[src/swa_pkg.sv]
// Shared types and constants of the sliding window average block.
package swa_pkg;

	localparam int WS_W   = 9;
	localparam int AVG_W  = 24;
	localparam int REP_W  = 8;
	localparam int FRAC_W = 8;

	typedef enum logic [1:0] {
		ST_IDLE,
		ST_READ,
		ST_DIV,
		ST_DONE
	} state_t;

	typedef struct packed {
		logic in_stall;
		logic upd;
		logic ram_we;
		logic div_step;
		logic out_load;
	} ctl_t;

endpackage

[src/swa_ram.sv]
// Generic single write port RAM with registered read.
module swa_ram #(
	parameter int WIDTH = 16,
	parameter int DEPTH = 256
) (
	input  logic                     clk,
	input  logic                     we,
	input  logic [$clog2(DEPTH)-1:0] waddr,
	input  logic [WIDTH-1:0]         wdata,
	input  logic [$clog2(DEPTH)-1:0] raddr,
	output logic [WIDTH-1:0]         rdata
);

	logic [WIDTH-1:0] mem [DEPTH];
	logic [WIDTH-1:0] rdata_q;

	always_ff @(posedge clk) begin
		if (we) begin
			mem[waddr] <= wdata;
		end
		rdata_q <= mem[raddr];
	end

	assign rdata = rdata_q;

endmodule

[src/sliding_window_average.sv]
// Top level of the sliding window average: delay line, running sum, bit-serial divider.
// A request passes through ST_READ, which updates the sum and delay line; if it yields a result,
// the bit-serial divider in ST_DIV retires one quotient bit a cycle and ST_DONE loads the output.
// A request that yields no result returns from ST_READ to ST_IDLE. No new request is taken
// before the last is through. The next request is taken while a result waits on a stalled output.
// Reset clears the running sum, counts, pointer and window size (to 1), not the delay line.
module sliding_window_average #(
	parameter int MAX_WINDOW  = 256,
	parameter int SAMPLE_BITS = 16
) (
	input  logic                             clk,
	input  logic                             arst_n,
	input  logic                             cfg_wr_en,
	input  logic [swa_pkg::WS_W-1:0]         cfg_wr_data,
	input  logic                             in_valid,
	output logic                             in_stall,
	input  logic signed [SAMPLE_BITS-1:0]    sample,
	input  logic                             last,
	output logic                             out_valid,
	input  logic                             out_stall,
	output logic signed [swa_pkg::AVG_W-1:0] average,
	output logic [swa_pkg::REP_W-1:0]        repeat_res,
	output logic                             final_res
);

	import swa_pkg::*;

	localparam int CW    = $clog2(MAX_WINDOW + 1);
	localparam int PW    = $clog2(MAX_WINDOW);
	localparam int XW    = (CW > WS_W) ? CW : WS_W;
	localparam int SUM_W = SAMPLE_BITS + $clog2(MAX_WINDOW);
	localparam int QW    = SUM_W + FRAC_W;
	localparam int CNT_W = $clog2(QW + 1);

	state_t state_q, state_d;
	ctl_t   ctl;

	logic [WS_W-1:0]              window_size_q;
	logic signed [SUM_W-1:0]      sum_q;
	logic [CW-1:0]                seen_q;
	logic [PW-1:0]                ptr_q;
	logic signed [SAMPLE_BITS-1:0] sample_q;
	logic                         last_q;
	logic [CW-1:0]                rem_q;
	logic [QW-1:0]                quo_q;
	logic [CW-1:0]                n_q;
	logic                         neg_q;
	logic [CNT_W-1:0]             cnt_q;
	logic [REP_W-1:0]             rep_q;
	logic                         fin_q;
	logic                         out_valid_q;
	logic signed [AVG_W-1:0]      average_q;
	logic [REP_W-1:0]             repeat_q;
	logic                         final_q;

	logic [XW-1:0]                ws_x;
	logic [CW-1:0]                w_eff;
	logic [SAMPLE_BITS-1:0]       old_sample;
	logic                         full_old;
	logic signed [SUM_W-1:0]      sum_new;
	logic [CW-1:0]                seen_new;
	logic                         has_full;
	logic                         has_res;
	logic [CW-1:0]                ptr_inc;
	logic [PW-1:0]                ptr_next;
	logic [SUM_W-1:0]             mag;
	logic [CW:0]                  trial;
	logic                         ge;
	logic [QW-1:0]                quo_signed;
	logic                         out_free;

	swa_ram #(
		.WIDTH (SAMPLE_BITS),
		.DEPTH (MAX_WINDOW)
	) u_ram (
		.clk   (clk),
		.we    (ctl.ram_we),
		.waddr (ptr_q),
		.wdata (sample_q),
		.raddr (ptr_q),
		.rdata (old_sample)
	);

	always_comb begin
		ws_x = XW'(window_size_q);
		if (ws_x == '0) begin
			w_eff = CW'(1);
		end else if (ws_x > XW'(MAX_WINDOW)) begin
			w_eff = CW'(MAX_WINDOW);
		end else begin
			w_eff = CW'(ws_x);
		end
	end

	always_comb begin
		full_old = (seen_q >= w_eff);
		sum_new  = sum_q + SUM_W'(sample_q)
			- (full_old ? SUM_W'($signed(old_sample)) : SUM_W'(0));
		seen_new = full_old ? seen_q : seen_q + CW'(1);
		has_full = (seen_new >= w_eff);
		has_res  = has_full || last_q;
		ptr_inc  = CW'(ptr_q) + CW'(1);
		ptr_next = (ptr_inc == w_eff) ? '0 : PW'(ptr_inc);
		mag      = sum_new[SUM_W-1] ? SUM_W'(-sum_new) : SUM_W'(sum_new);
		trial    = {rem_q, quo_q[QW-1]};
		ge       = (trial >= {1'b0, n_q});
		quo_signed = neg_q ? QW'(-quo_q) : quo_q;
		out_free = !out_valid_q || !out_stall;
	end

	always_comb begin
		state_d = state_q;
		unique case (state_q)
			ST_IDLE: begin
				if (in_valid) begin
					state_d = ST_READ;
				end
			end
			ST_READ: begin
				state_d = has_res ? ST_DIV : ST_IDLE;
			end
			ST_DIV: begin
				if (cnt_q == CNT_W'(1)) begin
					state_d = ST_DONE;
				end
			end
			ST_DONE: begin
				if (out_free) begin
					state_d = ST_IDLE;
				end
			end
			default: state_d = ST_IDLE;
		endcase
	end

	always_comb begin
		ctl = '0;
		unique case (state_q)
			ST_IDLE: ctl.in_stall = 1'b0;
			ST_READ: begin
				ctl.in_stall = 1'b1;
				ctl.upd      = 1'b1;
				ctl.ram_we   = 1'b1;
			end
			ST_DIV: begin
				ctl.in_stall = 1'b1;
				ctl.div_step = 1'b1;
			end
			ST_DONE: begin
				ctl.in_stall = 1'b1;
				ctl.out_load = out_free;
			end
			default: ctl.in_stall = 1'b1;
		endcase
	end

	assign in_stall = ctl.in_stall;

	always_ff @(posedge clk or negedge arst_n) begin
		if (!arst_n) begin
			state_q       <= ST_IDLE;
			window_size_q <= WS_W'(1);
			sum_q         <= '0;
			seen_q        <= '0;
			ptr_q         <= '0;
			cnt_q         <= '0;
			out_valid_q   <= 1'b0;
		end else begin
			state_q <= state_d;
			if (cfg_wr_en) begin
				window_size_q <= cfg_wr_data;
				sum_q         <= '0;
				seen_q        <= '0;
				ptr_q         <= '0;
			end else if (ctl.upd) begin
				if (last_q) begin
					sum_q  <= '0;
					seen_q <= '0;
					ptr_q  <= '0;
				end else begin
					sum_q  <= sum_new;
					seen_q <= seen_new;
					ptr_q  <= ptr_next;
				end
			end
			if (ctl.upd) begin
				cnt_q <= CNT_W'(QW);
			end else if (ctl.div_step) begin
				cnt_q <= cnt_q - CNT_W'(1);
			end
			if (ctl.out_load) begin
				out_valid_q <= 1'b1;
			end else if (!out_stall) begin
				out_valid_q <= 1'b0;
			end
		end
	end

	always_ff @(posedge clk) begin
		if (in_valid && !ctl.in_stall) begin
			sample_q <= sample;
			last_q   <= last;
		end
		if (ctl.upd) begin
			quo_q <= {mag, FRAC_W'(0)};
			rem_q <= '0;
			n_q   <= seen_new;
			neg_q <= sum_new[SUM_W-1];
			rep_q <= has_full ? REP_W'(1) : REP_W'(seen_new);
			fin_q <= last_q;
		end else if (ctl.div_step) begin
			quo_q <= {quo_q[QW-2:0], ge};
			rem_q <= ge ? CW'(trial - {1'b0, n_q}) : CW'(trial);
		end
		if (ctl.out_load) begin
			average_q <= AVG_W'($signed(quo_signed));
			repeat_q  <= rep_q;
			final_q   <= fin_q;
		end
	end

	assign out_valid  = out_valid_q;
	assign average    = average_q;
	assign repeat_res = repeat_q;
	assign final_res  = final_q;

	a_seen_bound: assert property (@(posedge clk) disable iff (!arst_n)
		seen_q <= w_eff)
		else $error("sample count exceeds window");

	a_ptr_bound: assert property (@(posedge clk) disable iff (!arst_n)
		CW'(ptr_q) < w_eff)
		else $error("write pointer outside window");

	a_ptr_fill: assert property (@(posedge clk) disable iff (!arst_n)
		seen_q < w_eff |-> CW'(ptr_q) == seen_q)
		else $error("pointer and count disagree while filling");

	a_div_cnt: assert property (@(posedge clk) disable iff (!arst_n)
		state_q == ST_DIV |-> cnt_q != '0)
		else $error("divider running with no steps left");

	a_done_load: assert property (@(posedge clk) disable iff (!arst_n)
		state_q == ST_DONE && state_d == ST_IDLE |=> out_valid_q)
		else $error("result lost on leaving done state");

endmodule

[config.mk]
export PLATFORM = sky130hd
export DESIGN_NAME = sliding_window_average
export DESIGN_NICKNAME = d
export VERILOG_FILES = /design/src/swa_pkg.sv /design/src/swa_ram.sv /design/src/sliding_window_average.sv
export SDC_FILE = /design/constraint.sdc
export NUM_CORES = 2
export LEC_CHECK = 0
export BUFFER_PORTS_ARGS = -buffer_cell sky130_fd_sc_hd__buf_2
export CORE_UTILIZATION = 63
export CTS_BUF_LIST = sky130_fd_sc_hd__clkbuf_2 sky130_fd_sc_hd__clkbuf_4 sky130_fd_sc_hd__clkbuf_8
export CTS_CLUSTER_DIAMETER = 120
export DETAILED_ROUTE_END_ITERATION = 10
export PLACE_DENSITY = 0.79
export SLEW_MARGIN = 10
export SYNTH_ARGS = -nofsm -noshare
export SYNTH_HDL_FRONTEND = slang
export SYNTH_SLANG_ARGS = --single-unit
[constraint.sdc]
create_clock -name clk -period 15.55 [get_ports clk]
set_input_delay 0.7775 -clock clk [delete_from_list [all_inputs] [get_ports clk]]
set_output_delay 0.7775 -clock clk [all_outputs]
set_load 0.02 [all_outputs]
# Word-level counts from Yosys, hierarchy flattened
# Memories as Yosys holds them, arrays and structs flattened. A register that Yosys moved wholly into a read port is not among the register bits.
# Index checks and enable logic that the tools add are counted.
# op_classes
n_addsub	8
magnitude_cmp	4
n_eq_ne	9
mux	34
reduce_logical	12
# ops
cell	n
24-bit two-way mux	6
32-bit two-way mux	2
9-bit two-way mux	7
24-bit negator	2
8-bit two-way mux	4
24-bit by 16-bit adder with 24-bit output	1
24-bit subtractor	1
9-bit >= comparator	2
6-bit two-way mux	2
10-bit by 9-bit >= comparator with 1-bit output	1
2-bit two-way mux	5
8-bit by 1-bit adder with 9-bit output (second input constant)	1
9-bit by 1-bit adder with 9-bit output (second input constant)	1
9-bit == test	1
9-bit greater-than comparator (second input constant)	1
9-bit logical NOT	1
9-bit subtractor	1
2-bit case mux with 4 select lines	1
6-bit by 1-bit == test with 1-bit output (second input constant)	1
1-bit two-way mux	6
2-bit != test (second input constant)	3
6-bit by 1-bit subtractor with 6-bit output (second input constant)	1
2-bit == test (second input constant)	2
2-bit nonzero test	2
other kinds (9)	12
# word_totals
register_bits	169
mem_bits_rw	4096
inputBits	31
out_inout_bits	35
word_cells	87
mem_count	1
# memory_table
memory	words	width	read_ports	rd_clocked_by_memory_dff	wr	line_no	text
u_ram.mem	256	16	1	1	1	swa_ram.sv:14	logic [WIDTH-1:0] mem [DEPTH];

# Longest topological paths before layout
# depth
ltp_word	9
depth_mapped	28
depth_no_buf	23

# Modules after synthesis
# A second synthesis with hierarchy kept.
# hier_totals
hier_cells	8474
area_unflattened_um2	169625.2
# by_module_without_submodules
mod	instances	cells_per_inst	area_per_inst_um2	seq_area_each_um2
swa_ram	1	7360	158714.7	123318.3
sliding_window_average	1	1114	10910.5	4610.7

# Least setup slack after synthesis
# Ideal clock, no wire load.
# synth_timing
kind	reg-to-reg
from	register sample_q[15]
to	register quo_q[18], data pin
setup_time_ns	0.257
t_arrival_ns	7.845
required_ns	15.293
slack_ns	7.448
stages_incl_launch_ff	16
n_path_buf	2
synth_period_minus_slack_ns	8.102
cell_sequence	edfxtp_1 > inv_1 > fa_1 > inv_1 > ha_1 > clkbuf_1 > and4_1 > nand2_1 > nor2_1 > a2111oi_0 > o21bai_1 > a21oi_1 > xor2_1 > clkbuf_1 > or3_1 > a32o_1
# synth_via
elab_chain_cells	4
# synth_rtl
item	line_no	text
from (decl)	sliding_window_average.sv:42	logic signed [SAMPLE_BITS-1:0] sample_q;
from (signal assigned)	sliding_window_average.sv:201	sample_q <= sample;
24-bit by 16-bit adder with 24-bit output	sliding_window_average.sv:97	sum_new = sum_q + SUM_W'(sample_q)
24-bit subtractor	sliding_window_average.sv:98	- (full_old ? SUM_W'($signed(old_sample)) : SUM_W'(0));
24-bit two-way mux	sliding_window_average.sv:104	mag = sum_new[SUM_W-1] ? SUM_W'(-sum_new) : SUM_W'(sum_new);
32-bit two-way mux	sliding_window_average.sv:204	if (ctl.upd) begin
to (signal assigned)	sliding_window_average.sv:205	quo_q <= {mag, FRAC_W'(0)};
to (signal assigned)	sliding_window_average.sv:212	quo_q <= {quo_q[QW-2:0], ge};
to (decl)	sliding_window_average.sv:45	logic [QW-1:0] quo_q;
# Every way passes these cells.
# A chain may end at the register's enable or synchronous reset.

# Final worst setup path
# layout_timing
from	register window_size_q[7]
to	register quo_q[9], data pin
# layout_via
elab_chain_cells	9
elab_cells_between_ends	10
classes_between	2 x add/sub; 2 x order compare; 5 x mux; 1 x reduce/logical
# layout_rtl
item	line_no	text
from (decl)	sliding_window_average.sv:38	logic [WS_W-1:0] window_size_q;
from (signal assigned)	sliding_window_average.sv:171	window_size_q <= cfg_wr_data;
9-bit greater-than comparator	sliding_window_average.sv:88	end else if (ws_x > XW'(MAX_WINDOW)) begin
9-bit two-way mux	sliding_window_average.sv:88	
9-bit two-way mux *	sliding_window_average.sv:86	if (ws_x == '0) begin
9-bit >= comparator *	sliding_window_average.sv:96	full_old = (seen_q >= w_eff);
24-bit two-way mux *	sliding_window_average.sv:98	
24-bit subtractor *	sliding_window_average.sv:98	
24-bit negator	sliding_window_average.sv:104	
24-bit two-way mux *	sliding_window_average.sv:104	
32-bit two-way mux *	sliding_window_average.sv:204	
# Mark *: on every way between the ends. The rest lies on a longest branch, timed or not.

==> metrics.log <==
INFO  metric timing.final.crit_share = about two fifths
INFO  metric critPathKind = reg2reg
INFO  metric p_per_area = around 150 mW/mm^2
INFO  metric detail_route_antenna_nets = 0
INFO  metric final_report_hold_violation_count = 0
INFO  metric cts_clock_pin_slew_for_the_worst_setup_and_hold_paths = around 0.06 ns
INFO  metric nNetsFinal = between 8000 and 9000
INFO  metric synth_cell_area = 0.168 sq mm
INFO  metric worst_ep_arrival_time = 7.42 ns
INFO  metric clk-insertion-delay-late = 1.19 ns
INFO  metric post-cts-setup-buffer-count = 0
INFO  metric dominantRegCellSynth = edfxtp_1
INFO  metric global_route.overflow_total = 0
INFO  metric power.switching = 7610 uW
INFO  metric setup-violations-final = 0
INFO  metric timing.critical_path.to_type = flip-flop
INFO  metric static_leakage = roughly 0.057 uW
INFO  metric post_route_drc = 0
INFO  metric final_max_slew_viol_count = 0
INFO  metric chipWidth = between 500 and 600 um
INFO  metric tightest_slew = 1.47 ns
INFO  metric design.core.area = between 0.2 and 0.3 sq mm
INFO  metric vias_per_cell = between 6 and 7
INFO  metric clkSinkCount = approximately 4300
INFO  metric post_synth_num_cell_types = between 80 and 90
INFO  metric wirelength_routed = roughly 430000 um
INFO  metric area_delta_synth_final = 11.4%
INFO  metric synth-edff-count = approximately 4200
INFO  metric die_area = about 0.27 sq mm
INFO  metric synthesis.yosys.warnings = 0
INFO  metric drive_above_1_share = around 34%
INFO  metric synthMostInstantiatedCell = edfxtp_1
INFO  metric tns = 0 ns
INFO  metric num_rows = approximately 190
INFO  metric p_int = ~20000 uW
INFO  metric grt_pass1_wl = 605000 um
INFO  metric initial_util = between 60% and 70%
INFO  metric cts.repair.resized = 0
INFO  metric post-route-min-period = 6.52 ns
INFO  metric global_route.usage.total = between 30% and 40%
INFO  metric mappedNetlistNets = ~7500
INFO  metric number_of_antenna_violations_at_the_first_check_in_global_routing = 32
INFO  metric drt_first_iter_violations = 13000
INFO  metric synth.area.top_cells = edfxtp_1 (75%), mux4_2 (17%), dfrtp_1 (0.87%)
INFO  metric power = 27600 uW
INFO  metric cts_root_buffer = clkbuf_8
INFO  metric combPwrFrac = 18.4%
INFO  metric worst_ep_required_time = roughly 16 ns
INFO  metric result_of_the_run = completed
INFO  metric gp_congestion = about 0.9
INFO  metric drt-wirelength-per-cell = 35.2 um
INFO  metric final.setup_skew = approximately 0.064 ns
INFO  metric final_core_util = a little under three quarters
INFO  metric syn_inst = about 7400
INFO  metric synth-seq-area-share = around 76%
INFO  metric sw_frac_of_total = about 28%
INFO  metric max-cap-violations = 0
INFO  metric cts_made_buffers = 648
INFO  metric detailroute.via_count = between 80000 and 90000
INFO  metric peak_clock_frequency_supported_by_timing = around 150 MHz
INFO  metric min-delay-path-class = in2reg
INFO  metric yosys.area.top_type = edfxtp_1
INFO  metric ys_async_sr_fraction = 1.38%
INFO  metric clock_power_share = about a third
INFO  metric ioPinCount = 66
INFO  metric rsz_0062_raised_after_global_routing = no
INFO  metric worst_path_fanout_max = 30
INFO  metric cts-htree-levels = 6
INFO  metric io_buffer_count = 65
INFO  metric firstDrtPassIters = 9
INFO  metric seqPwrFrac = roughly half
INFO  metric setup.worst_path.start_class = flip-flop
INFO  metric cts_tree = yes
INFO  metric chipHeight = between 500 and 600 um
INFO  metric maxSlewHeadroom = 2.15%
INFO  metric yosysTopAreaCellShare = roughly three quarters
INFO  metric avgSynthCellArea = around 23 sq um
INFO  metric hold_buffers = 31
INFO  metric nFillCells = around 14000
INFO  metric vias_in_the_first_global_route = roughly 85000
INFO  metric max-vdd-ir-drop = about 160 uV
INFO  metric hpwl = approximately 250000 um
INFO  metric synth.ff_latch_count = 4281
INFO  metric maximum_number_of_pins_on_one_net_before_global_route_repair = approximately 220
INFO  metric synthTopCellsByCount = edfxtp_1 (4189), mux4_2 (1295), nor2_1 (354)
INFO  metric clk_path_buf_depth = 4
## worst max-delay path: stages, from the launching register on
cell       delay (ns)
dfrtp_1          0.40
nor4_1           0.30
a21oi_1          0.11
nor2_1           0.26
ha_1             0.29
nand2b_1         0.14
a21o_1           0.17
a21o_1           0.17
a21oi_1          0.17
nor2b_1          0.07
buf_4            0.20
and2_1           0.19
fa_1             0.48
inv_1            0.07
ha_1             0.28
a211oi_2         0.33
o21ai_1          0.29
a21o_1           0.31
a2111oi_0        0.55
o21bai_1         0.15
a21oi_1          0.28
xor2_2           0.16
buf_4            0.31
inv_2            0.22
mux2i_1          0.23
o21ai_0          0.09
## cell families after synthesis
family,count (synthesis),synth area share (%)
compound gates,322,1.35
xor+xnor,60,0.314
fa+ha+maj,89,0.772
buf+inv,528,1.31
flops,4281,76.3
mux,1347,17.7
simple gates,790,2.19
## metal layers
| layer | track usage, % | vias to the layer above | part of all wire (%) |
|---|---|---|---|
| met5 | 0 | - | 0.020 |
| met4 | 16.9 | 14 | 5.8 |
| met3 | 9.57 | 1167 | 13 |
| met2 | 48.6 | 6593 | 47 |
| met1 | 42.6 | 43400 | 34 |
| li1 | - | 32800 | - |
## final cells by class
cell class              instances  area (sq um)  area share (%)
clock buffers                 862         10600            5.68
diodes                         16          40.0          0.0215
repair buffers                411          3200            1.71
inverters                     129           484           0.259
multi-input cells            2608         38100            20.4
well taps                    3515          4400            2.36
clock inverters               300          1910            1.02
flip-flops and latches       4281        128000            68.6
## metrics by stage
| stage | cell area, sq um | setup slack [ns] | hold WS [ns] | std cells |
|---|---|---|---|---|
| 4_1_cts | 187000 | 9.15 | 0.0675 | 12100 |
| 2_1_floorplan | 168000 | 7.45 | 0.400 | 7417 |
| 3_3_place_gp | 174000 | 9.18 | 0.404 | 10900 |
| 3_5_place_dp | 174000 | 9.16 | 0.407 | 10900 |
| 6_report | 187000 | 9.03 | 0.150 | 12100 |
| 5_1_grt | 187000 | 8.63 | 0.170 | 12100 |
## power by group through the flow
stage	sequential [uW]	combinational (uW)	clock, uW
after floorplan	14000	3370	0
after global placement	13800	4880	0
after detailed placement	13800	5050	0
after CTS	13500	5070	9050
after global routing	13500	5440	9510
final	13500	5100	8990
## registers in the layout, indices dropped and copies added, names as in the netlist, named ones only
name	cells
last_q	1
sample_q	16
out_valid	1
neg_q	1
cnt_q	6
repeat_res	8
ptr_q	8
window_size_q	9
rem_q	9
final_res	1
sum_q	24
n_q	9
quo_q	32
fin_q	1
seen_q	9
u_ram.rdata	16
rep_q	8
u_ram.mem	4096
state_q	1
average	24
## worst paths after layout
kind,startpoint,endpoint,slack [ns],cells past startpoint
setup / recovery,window_size_q[7],quo_q[9],9.03,25
hold / removal,in_valid,state_q[0],0.15,5
setup reg to reg,window_size_q[7],quo_q[9],9.03,25
hold reg to reg,fin_q,final_res,0.42,0
max in group asynchronous,arst_n,ptr_q[1],14.54,3
min in group asynchronous,arst_n,cnt_q[2],0.31,3
## layout by cell type, fill, tap and decap left out, drive strengths merged, types with 59 or more instances in the layout
cell	instances
a21oi	59
buf	380
clkbuf	862
clkinv	255
edfxtp	4189
ha	65
inv	152
mux4	1295
nand2	152
nand3	79
nor2	354
o21ai	68
No activity file was read; power rests on OpenSTA's default activity.
